**src/rtl/bisa_pkg.sv**
```systemverilog
// Shared types and constants of the bounded integer stack ALU.
`default_nettype none

package bisa_pkg;

   localparam int DATA_W          = 32;
   localparam int FUNC_W          = 4;
   localparam int STATUS_W        = 2;
   localparam int LIMIT_W         = 9;
   localparam int DEPTH_OUT_W     = 9;
   localparam int STACK_DEPTH_DEF = 256;

   localparam logic [LIMIT_W-1:0] LIMIT_RESET = 9'd256;

   // Instruction codes.
   localparam logic [FUNC_W-1:0] FUNC_PUSH  = 4'd0;
   localparam logic [FUNC_W-1:0] FUNC_ADD   = 4'd1;
   localparam logic [FUNC_W-1:0] FUNC_SUB   = 4'd2;
   localparam logic [FUNC_W-1:0] FUNC_MUL   = 4'd3;
   localparam logic [FUNC_W-1:0] FUNC_DIV   = 4'd4;
   localparam logic [FUNC_W-1:0] FUNC_SWAP  = 4'd5;
   localparam logic [FUNC_W-1:0] FUNC_DROP  = 4'd6;
   localparam logic [FUNC_W-1:0] FUNC_DUP   = 4'd7;
   localparam logic [FUNC_W-1:0] FUNC_CLEAR = 4'd8;

   // Status codes.
   localparam logic [STATUS_W-1:0] ST_OK    = 2'd0;
   localparam logic [STATUS_W-1:0] ST_OVER  = 2'd1;
   localparam logic [STATUS_W-1:0] ST_UNDER = 2'd2;
   localparam logic [STATUS_W-1:0] ST_DIVZ  = 2'd3;

   typedef enum logic [1:0] {
      ALU_ADD = 2'd0,
      ALU_SUB = 2'd1,
      ALU_MUL = 2'd2,
      ALU_DIV = 2'd3
   } alu_op_type;

   typedef struct packed {
      logic       start;
      alu_op_type op;
   } alu_ctl_type;

endpackage

`default_nettype wire

```
**src/rtl/bisa_alu.sv**
```systemverilog
// Iterative arithmetic unit built around one shared 33-bit adder.
`default_nettype none

module bisa_alu (
   input  wire logic                          clock,
   input  wire logic                          reset,
   input  wire bisa_pkg::alu_ctl_type         ctl,
   input  wire logic [bisa_pkg::DATA_W-1:0]   a,
   input  wire logic [bisa_pkg::DATA_W-1:0]   b,
   output logic                               done,
   output logic      [bisa_pkg::DATA_W-1:0]   result
);

   import bisa_pkg::*;

   localparam int STEP_W = $clog2(DATA_W);

   typedef enum logic [5:0] {
      PH_IDLE = 6'b000001,
      PH_ONE  = 6'b000010,
      PH_NEGA = 6'b000100,
      PH_NEGB = 6'b001000,
      PH_ITER = 6'b010000,
      PH_NEGQ = 6'b100000
   } phase_type;

   phase_type         phase_ff;
   alu_op_type        op_ff;
   logic [DATA_W-1:0] r_ff;
   logic [DATA_W-1:0] q_ff;
   logic [DATA_W-1:0] d_ff;
   logic [STEP_W-1:0] step_ff;
   logic              neg_ff;
   logic              done_ff;

   logic [DATA_W-1:0] add_x;
   logic [DATA_W-1:0] add_y;
   logic              add_sub;
   logic [DATA_W:0]   sum;

   // Operand selection for the shared adder.
   always_comb begin
      add_x   = '0;
      add_y   = '0;
      add_sub = 1'b0;
      case (phase_ff)
         PH_ONE: begin
            add_x   = q_ff;
            add_y   = d_ff;
            add_sub = (op_ff == ALU_SUB);
         end
         PH_NEGA, PH_NEGQ: begin
            add_y   = q_ff;
            add_sub = 1'b1;
         end
         PH_NEGB: begin
            add_y   = d_ff;
            add_sub = 1'b1;
         end
         PH_ITER: begin
            if (op_ff == ALU_DIV) begin
               add_x   = {r_ff[DATA_W-2:0], q_ff[DATA_W-1]};
               add_y   = d_ff;
               add_sub = 1'b1;
            end else begin
               add_x = r_ff;
               add_y = q_ff[0] ? d_ff : '0;
            end
         end
         default: begin
            add_x   = '0;
         end
      endcase
   end

   assign sum = {1'b0, add_x} + {1'b0, add_y ^ {DATA_W{add_sub}}} + {{DATA_W{1'b0}}, add_sub};

   always_ff @(posedge clock) begin
      if (reset) begin
         phase_ff <= PH_IDLE;
         done_ff  <= 1'b0;
      end else begin
         done_ff <= 1'b0;
         case (phase_ff)
            PH_IDLE: begin
               if (ctl.start) begin
                  op_ff   <= ctl.op;
                  q_ff    <= a;
                  d_ff    <= b;
                  r_ff    <= '0;
                  neg_ff  <= a[DATA_W-1] ^ b[DATA_W-1];
                  step_ff <= STEP_W'(DATA_W - 1);
                  if (ctl.op == ALU_DIV) begin
                     phase_ff <= PH_NEGA;
                  end else if (ctl.op == ALU_MUL) begin
                     phase_ff <= PH_ITER;
                  end else begin
                     phase_ff <= PH_ONE;
                  end
               end
            end
            PH_ONE: begin
               r_ff     <= sum[DATA_W-1:0];
               done_ff  <= 1'b1;
               phase_ff <= PH_IDLE;
            end
            PH_NEGA: begin
               if (q_ff[DATA_W-1]) begin
                  q_ff <= sum[DATA_W-1:0];
               end
               phase_ff <= PH_NEGB;
            end
            PH_NEGB: begin
               if (d_ff[DATA_W-1]) begin
                  d_ff <= sum[DATA_W-1:0];
               end
               phase_ff <= PH_ITER;
            end
            PH_ITER: begin
               if (op_ff == ALU_DIV) begin
                  // Restoring step: the carry out says the shifted remainder
                  // is at least the divisor.
                  q_ff <= {q_ff[DATA_W-2:0], sum[DATA_W]};
                  r_ff <= sum[DATA_W] ? sum[DATA_W-1:0] : add_x;
               end else begin
                  r_ff <= sum[DATA_W-1:0];
                  q_ff <= {1'b0, q_ff[DATA_W-1:1]};
                  d_ff <= {d_ff[DATA_W-2:0], 1'b0};
               end
               step_ff <= step_ff - STEP_W'(1);
               if (step_ff == '0) begin
                  if (op_ff == ALU_DIV) begin
                     phase_ff <= PH_NEGQ;
                  end else begin
                     done_ff  <= 1'b1;
                     phase_ff <= PH_IDLE;
                  end
               end
            end
            PH_NEGQ: begin
               if (neg_ff) begin
                  q_ff <= sum[DATA_W-1:0];
               end
               done_ff  <= 1'b1;
               phase_ff <= PH_IDLE;
            end
            default: begin
               phase_ff <= PH_IDLE;
            end
         endcase
      end
   end

   assign done   = done_ff;
   assign result = (op_ff == ALU_DIV) ? q_ff : r_ff;

endmodule

`default_nettype wire

```
**config.mk**
```make
export PLATFORM = sky130hd
export DESIGN_NAME = bisa_alu
export DESIGN_NICKNAME = d
export VERILOG_FILES = /design/src/rtl/bisa_pkg.sv /design/src/rtl/bisa_alu.sv
export SDC_FILE = /design/constraint.sdc
export NUM_CORES = 1
export LEC_CHECK = 0
export BUFFER_PORTS_ARGS = -buffer_cell sky130_fd_sc_hd__buf_4
export CAP_MARGIN = 0
export CORE_ASPECT_RATIO = 0.8
export CORE_MARGIN = 4
export CORE_UTILIZATION = 34
export CTS_CLUSTER_SIZE = 20
export DETAILED_ROUTE_END_ITERATION = 8
export MAX_ROUTING_LAYER = met4
export PLACE_DENSITY = 0.55
export SYNTH_ARGS = -nofsm -noshare
export SYNTH_HDL_FRONTEND = slang
export SYNTH_SLANG_ARGS = --single-unit
```
**constraint.sdc**
```tcl
create_clock -name clock -period 5.6 [get_ports clock]
set_input_delay 0.56 -clock clock [delete_from_list [all_inputs] [get_ports clock]]
set_output_delay 0.56 -clock clock [all_outputs]
set_load 0.01 [all_outputs]
```
==> summary.md, run 1 <==
| Metric | Value |
|---|---|
| Status | `complete, no violations` |
| # placed instances | `1395` |
| Unrepaired setup endpoints after global routing | `false` |
| I/O pin total | `about 100` |
| Power density over the cells | `between 200 and 250 mW/mm2` |
| EDFF count, synth | `104` |
| Dominant cell type by area after synthesis | `sky130_fd_sc_hd__edfxtp_1` |
| Cell types with the largest area share after synthesis | `sky130_fd_sc_hd__edfxtp_1 (35%), sky130_fd_sc_hd__nand2_1 (8.7%), sky130_fd_sc_hd__a21oi_1 (5.8%)` |
| Final-report max-slew violation count | `0` |
| HPWL after detailed placement | `21.9 mm` |
| TritonCTS clock tree | `done` |
| Max-cap violation count | `0` |
| CP endpoint kind | `flop` |
| Period Utilization, post-route | `between 90% and 100%` |
| Ranking of synthesized cells by instance count | `sky130_fd_sc_hd__nand2_1 (205), sky130_fd_sc_hd__edfxtp_1 (104), sky130_fd_sc_hd__a21oi_1 (102)` |
| Area share of the leading cell type in the synthesized netlist | `35.5%` |
| Final worst path period need | `around 5.2 ns` |
| Overall track demand over capacity in global routing | `21.1%` |
| Most used cell, CP | `sky130_fd_sc_hd__buf_4` |
| HP Start | `ctl[1]` |
| Part of the Yosys area used for sequential elements | `37.1%` |
| Worst vdd ir | `between 0.1 and 0.15 mV` |
| Family of cells with the greatest summed delay on the critical path | `simple AND/OR/NAND/NOR gates` |
| Fraction of the core area covered by cells at the end of the flow | `a little over 40%` |
| Total CTS buffers | `9` |
| Vert. Die Dim | `about 150 um` |
| Number of routed nets with antenna violations | `0` |
| Horizontal extent of the die | `between 150 and 200 um` |
| Post-synthesis instance area | `0.00881 mm2` |
| Yosys synthesis warning count | `0` |
| Initial DRT Pass Iterations | `5` |
| Antenna violations before repair | `0` |
| Count of port buffers added during placement | `101` |
| Average cell area after synthesis | `8.73 um2` |
| Most frequently used cell type in the post-synthesis netlist | `sky130_fd_sc_hd__nand2_1` |
| # clock sinks | `about 110` |
| Pleak | `0.00440 uW` |
| Normalized max-slew margin | `33.2%` |
| Highest net fanout along the worst path | `31` |
| Arrival time at the worst endpoint | `5.30 ns` |
| Post-synthesis net count | `1111` |
| Kind of path behind the tightest hold check | `in -> reg` |
| Total Die Area | `0.0286 mm2` |
| CTS H-Tree Depth | `3` |
| Startpoint of the worst register-to-register path | `phase_ff[0]` |
| Buf/Inv on CP | `3` |
| Pin count of the biggest net entering global routing | `55` |
| Total number of placement rows | `52` |
| Average via count per standard cell | `5.89` |
| Post-Layout Cell Count | `roughly 1400` |
| Total wirelength of the detailed-routed design | `30.4 mm` |
| Core region area | `0.0254 mm2` |
| Post-synthesis register bit count | `about 110` |
| Cells after Synth | `1009` |
| Launch point of the critical path | `phase_ff[0]` |
| Fin. Hold Viols | `0` |
| Relative area change from synthesis to final layout | `16.8%` |
| Total grt overflow | `0` |
| Critical path's slowest cell | `sky130_fd_sc_hd__or4_4` |
| Nature of the critical path startpoint | `flop` |
| Setup CP Type | `reg -> reg` |
| Number of hold buffers added after CTS | `0` |
| Pin slew with the least headroom to its limit | `0.995 ns` |
| Number of nets in the layout | `approximately 1200` |
| Fin Setup TNS | `0 ns` |
| Worst clock skew | `0.00883 ns` |
| Distinct cells, synth | `just under 70` |
| DR WL/cell | `21.6 um` |
| Clk root buf | `sky130_fd_sc_hd__clkbuf_16` |
| Total via count after detailed routing | `around 8300` |
| Largest incremental delay on the critical path | `0.62 ns` |
| Number of buffers on the longest clock path | `2` |
| Worst endpoint required time | `around 5.7 ns` |
| Register clock-pin slew on the reported worst setup and hold paths | `about 0.080 ns` |
| Number of global-route vias before repair | `7775` |
| Dominant synthesized flop cell | `sky130_fd_sc_hd__edfxtp_1` |
| Inserted Diodes | `0` |
| DRC violation total after the first TritonRoute iteration | `1020` |
| Final Setup Violations | `0` |
| Fmax | `between 150 and 200 MHz` |
| Global-route wire length before repair | `about 47 mm` |
| Global placer's final weighted congestion | `a little over 0.9` |
| Number of buffers inserted to repair setup after CTS | `0` |
| Critical path, cell by cell | `or4_4, or2_2, o22ai_2, buf_12, a22oi_1, xnor2_1, ha_1, nand4_1, nor2_1, nand3_1, o21ai_0, a211oi_1, o211ai_1, buf_4, nor2_2, buf_4, a22o_1` |
| Total DRC errors in the routed layout | `0` |
| Layout cells sized above 1 | `16.1%` |
| Initial standard-cell utilization of the core | `34.7%` |
| Ys async rst share | `0%` |
| Later-pin clock latency in the skew report | `0.36 ns` |
layout by cell type (no fill, tap or decap), types with 28 or more instances in the layout:
| master | n |
|---|---|
| sky130_fd_sc_hd__nand2_1 | 204 |
| sky130_fd_sc_hd__buf_4 | 130 |
| sky130_fd_sc_hd__edfxtp_1 | 104 |
| sky130_fd_sc_hd__a21oi_1 | 101 |
| sky130_fd_sc_hd__xnor2_1 | 51 |
| sky130_fd_sc_hd__a21o_1 | 49 |
| sky130_fd_sc_hd__a22oi_1 | 40 |
| sky130_fd_sc_hd__o21ai_0 | 34 |
| sky130_fd_sc_hd__a22o_1 | 33 |
| sky130_fd_sc_hd__ha_1 | 32 |
| sky130_fd_sc_hd__nor2_1 | 30 |
| sky130_fd_sc_hd__inv_1 | 28 |
report_power, final:
group	leakage, uW	internal [uW]	switching (uW)
registers	0.00102	1010	70.1
clock network	0.000130	307	341
logic	0.00325	207	324
total	0.00440	1520	735
worst reg2reg max path, delay by kind of cell (launching register included):
family	cells	cell delay [ns]
compound gates	6	1.63
flops	1	0.39
simple gates	6	1.64
xor+xnor	1	0.14
fa+ha+maj	1	0.41
buf+inv	3	0.71
logic make-up after synthesis:
kind of cell | after synthesis | share of synthesized area (%)
buffers and inverters | 99 | 4.39
adder cells (fa/ha/maj) | 33 | 4.77
AND/OR/NAND/NOR | 324 | 16.5
AO/OA/AOI/OAI | 371 | 30.0
XOR/XNOR | 62 | 6.17
flip-flops | 111 | 37.1
multiplexers | 9 | 1.09
final cells by class:
cell class	instances	area, um2
Timing Repair Buffer	132	1020
Fill cell	2551	15100
Sequential cell	111	3260
Tap cell	324	405
Inverter	29	109
Clock inverter	6	43.8
Clock buffer	10	229
Multi-Input combinational cell	799	5220
worst paths after layout:
kind              cells after the start           to  slack, ns
setup / recovery                     17     r_ff[17]       0.42
hold / removal                        2  phase_ff[1]       0.39
setup reg to reg                     17     r_ff[17]       0.42
hold reg to reg                       2   step_ff[4]       0.56
registers in the layout, summed over array words and instances (netlist names):
signal / count
d_ff: 32
done: 1
neg_ff: 1
op_ff: 2
phase_ff: 6
q_ff: 32
r_ff: 32
step_ff: 5
routing by layer:
| layer | wire length (um) | GRT usage (%) |
|---|---|---|
| met5 | 0 | - |
| met4 | 213 | 2.97 |
| met3 | 2100 | 3.21 |
| met2 | 12500 | 29.2 |
| met1 | 15700 | 33.0 |
per-stage QoR:
stage / hold WS [ns] / instance area [um2] / setup WS, ns / power, uW
2_1_floorplan: 0.517 / 8810 / 0.398 / 1390
3_3_place_gp: 0.539 / 10000 / 0.365 / 1620
3_5_place_dp: 0.546 / 10000 / 0.249 / 1620
4_1_cts: 0.383 / 10300 / 0.214 / 2260
5_1_grt: 0.377 / 10300 / 0.0308 / 2350
6_report: 0.390 / 10300 / 0.421 / 2260
what timing repair did:
action                                 CTS  global route
gates resized for setup                  0             2
endpoints found under the hold margin    0             0
setup endpoints to repair                0            27
No activity file was read; power rests on OpenSTA's default activity.
==> run 2: changes to the inputs <==
CELL_PAD_IN_SITES_DETAIL_PLACEMENT = 0   (was not set)
CELL_PAD_IN_SITES_GLOBAL_PLACEMENT = 1   (was not set)
CORE_UTILIZATION = 30   (was 34)
PLACE_DENSITY = 0.62   (was 0.55)
==> run 2 against run 1 <==
  * Maximum frequency increased by 1.9%
  * Count of clock-buffer cells in the layout down 1
  * Die area is 13% higher
  * Flip-flop and latch count unchanged
  * Via count is 0.26% lower
  * Clock skew is 0.0071 ns higher
  * Utilization is 4.0 points lower
  * Worst setup slack better by 0.098 ns
==> summary.md, run 2 (same netlist as run 1, synthesis figures left out) <==
| Metric | Value |
|---|---|
| Period Utilization, post-route | `roughly nine tenths` |
| Later-pin clock latency in the skew report | `0.38 ns` |
| Highest net fanout along the worst path | `31` |
| DR WL/cell | `21.8 um` |
| Count of fill cells added during filler insertion | `2946` |
| TritonCTS clock tree | `done` |
| Antenna violations before repair | `0` |
| Number of global-route vias before repair | `slightly above 8000` |
| Launch point of the critical path | `phase_ff[0]` |
| DRC violation total after the first TritonRoute iteration | `624` |
| Global-route wire length before repair | `just under 50 mm` |
| Total grt overflow | `0` |
| Kind of path behind the tightest hold check | `in -> reg` |
| Power density over the cells | `between 200 and 250 mW/mm2` |
| Commonest cells after routing, fill and taps aside | `sky130_fd_sc_hd__nand2_1 (204), sky130_fd_sc_hd__buf_4 (136), sky130_fd_sc_hd__edfxtp_1 (104)` |
| Worst R2R Path Depth | `17` |
| Inserted Diodes | `0` |
| Max-cap violation count | `0` |
| Total Die Area | `0.0322 mm2` |
| Final worst path period need | `roughly 5 ns` |
| Unrepaired setup endpoints after global routing | `false` |
| Total number of placement rows | `55` |
| Count of port buffers added during placement | `101` |
| Fin. Hold Viols | `0` |
| Number of buffers on the longest clock path | `2` |
| Reg-to-reg critical path endpoint | `r_ff[23]` |
| Pin count of the biggest net entering global routing | `51` |
| Clk root buf | `sky130_fd_sc_hd__clkbuf_16` |
| Average via count per standard cell | `5.66` |
| Final Setup Violations | `0` |
| Startpoint of the worst register-to-register path | `phase_ff[0]` |
| Fmax | `approximately 200 MHz` |
| Pin slew with the least headroom to its limit | `1.06 ns` |
| Arrival time at the worst endpoint | `approximately 5.2 ns` |
| Initial DRT Pass Iterations | `7` |
| Number of hold buffers added after CTS | `0` |
| CTS H-Tree Depth | `3` |
| Total DRC errors in the routed layout | `0` |
| Setup CP Type | `reg -> reg` |
| Final-report max-slew violation count | `0` |
| Worst clock skew | `0.0159 ns` |
| Pleak | `between 0.004 and 0.005 uW` |
| I/O pin total | `102` |
| Overall track demand over capacity in global routing | `20.3%` |
| Worst vdd ir | `between 0.1 and 0.15 mV` |
| Global placer's final weighted congestion | `0.885` |
| Vert. Die Dim | `161 um` |
| Layout cells sized above 1 | `~17%` |
| Nature of the critical path startpoint | `flop` |
| Normalized max-slew margin | `29.6%` |
| Total via count after detailed routing | `8289` |
| Status | `complete, no violations` |
| Total CTS buffers | `9` |
| # clock sinks | `approximately 110` |
| Registers with the most flip-flops | `d_ff x32, q_ff x32, r_ff x32` |
| Initial standard-cell utilization of the core | `a little under a third` |
| Register clock-pin slew on the reported worst setup and hold paths | `0.09 ns` |
| Relative area change from synthesis to final layout | `18.8%` |
| Worst endpoint required time | `5.71 ns` |
| Critical Path Sink | `r_ff[23]` |
| Total wirelength of the detailed-routed design | `31.9 mm` |
| Fin Setup TNS | `0 ns` |
| WHS | `between 0.3 and 0.4 ns` |
| CP endpoint kind | `flop` |
| Number of nets in the layout | `1191` |
| Horizontal extent of the die | `200 um` |
| HPWL after detailed placement | `23.1 mm` |
| Leading cell type in the layout, fill and taps excluded | `sky130_fd_sc_hd__nand2_1` |
| Number of routed nets with antenna violations | `0` |
| Worst reg2reg setup slack | `between 0.5 and 0.6 ns` |
| Core region area | `0.0286 mm2` |
run 2: metal layers:
layer / vias to the layer above / GRT usage, % / routed length (um)
met4: 0 / 3.61 / 334
met3: 20 / 2.67 / 1570
met5: - / - / 0
met1: 4057 / 30.2 / 16000
met2: 240 / 29.8 / 14100
li1: 3972 / - / -
run 2: how the worst min path moves through the flow:
| stage | startpoint | to | slack, ns | depth (start not counted) |
|---|---|---|---|---|
| after global routing | ctl[0] | op_ff[0] | 0.37 | 1 |
| after CTS | ctl[1] | op_ff[1] | 0.36 | 1 |
| after floorplan | step_ff[4] | step_ff[4] | 0.52 | 2 |
| final | ctl[1] | phase_ff[1] | 0.38 | 2 |
| after detailed placement | step_ff[4] | step_ff[4] | 0.55 | 2 |
| after global placement | step_ff[4] | step_ff[4] | 0.54 | 2 |
run 2: per-stage QoR:
step	cell area [um2]	setup WS, ns	instances	power, uW	utilization [%]
after floorplan	8810	0.398	1009	1390	-
after global placement	10100	0.536	1448	1630	35.4
after detailed placement	10100	0.367	1448	1630	35.4
after CTS	10500	0.342	1464	2380	36.5
after global routing	10500	0.158	1464	2470	36.5
final	10500	0.519	1464	2370	36.5
run 2: area by class of cell:
| class | instances | area [um2] | share of cell area [%] |
|---|---|---|---|
| clock inverter | 7 | 101 | 0.969 |
| inverter | 29 | 109 | 1.04 |
| sequential | 111 | 3260 | 31.2 |
| timing repair buffer | 139 | 1080 | 10.3 |
| tap | 370 | 463 | 4.43 |
| multi-input combinational | 799 | 5220 | 49.9 |
| clock buffer | 9 | 225 | 2.15 |
run 2: power breakdown:
group / switching, uW / internal [uW] / total (uW)
registers: 68.6 / 1010 / 1080
logic: 325 / 209 / 533
clock network: 356 / 399 / 755
total: 749 / 1620 / 2370
run 2: what timing repair did:
action                                  in CTS  in global routing
endpoints found under the setup margin       0                 24
resized for setup                            0                  1
buffers inserted                             0                  0
run 2: worst max-delay path, cell delays in order, from the launching register on:
cell,delay [ns]
sky130_fd_sc_hd__dfxtp_1,0.39
sky130_fd_sc_hd__or4_4,0.62
sky130_fd_sc_hd__or2_2,0.34
sky130_fd_sc_hd__o22ai_2,0.15
sky130_fd_sc_hd__buf_12,0.23
sky130_fd_sc_hd__a22oi_1,0.11
sky130_fd_sc_hd__xnor2_1,0.14
sky130_fd_sc_hd__ha_1,0.39
sky130_fd_sc_hd__a21oi_1,0.32
sky130_fd_sc_hd__o2111ai_1,0.20
sky130_fd_sc_hd__a211oi_1,0.22
sky130_fd_sc_hd__o21ai_0,0.20
sky130_fd_sc_hd__a211oi_1,0.26
sky130_fd_sc_hd__buf_4,0.16
sky130_fd_sc_hd__o211ai_1,0.11
sky130_fd_sc_hd__buf_4,0.21
sky130_fd_sc_hd__a21oi_1,0.60
sky130_fd_sc_hd__o2bb2ai_1,0.13
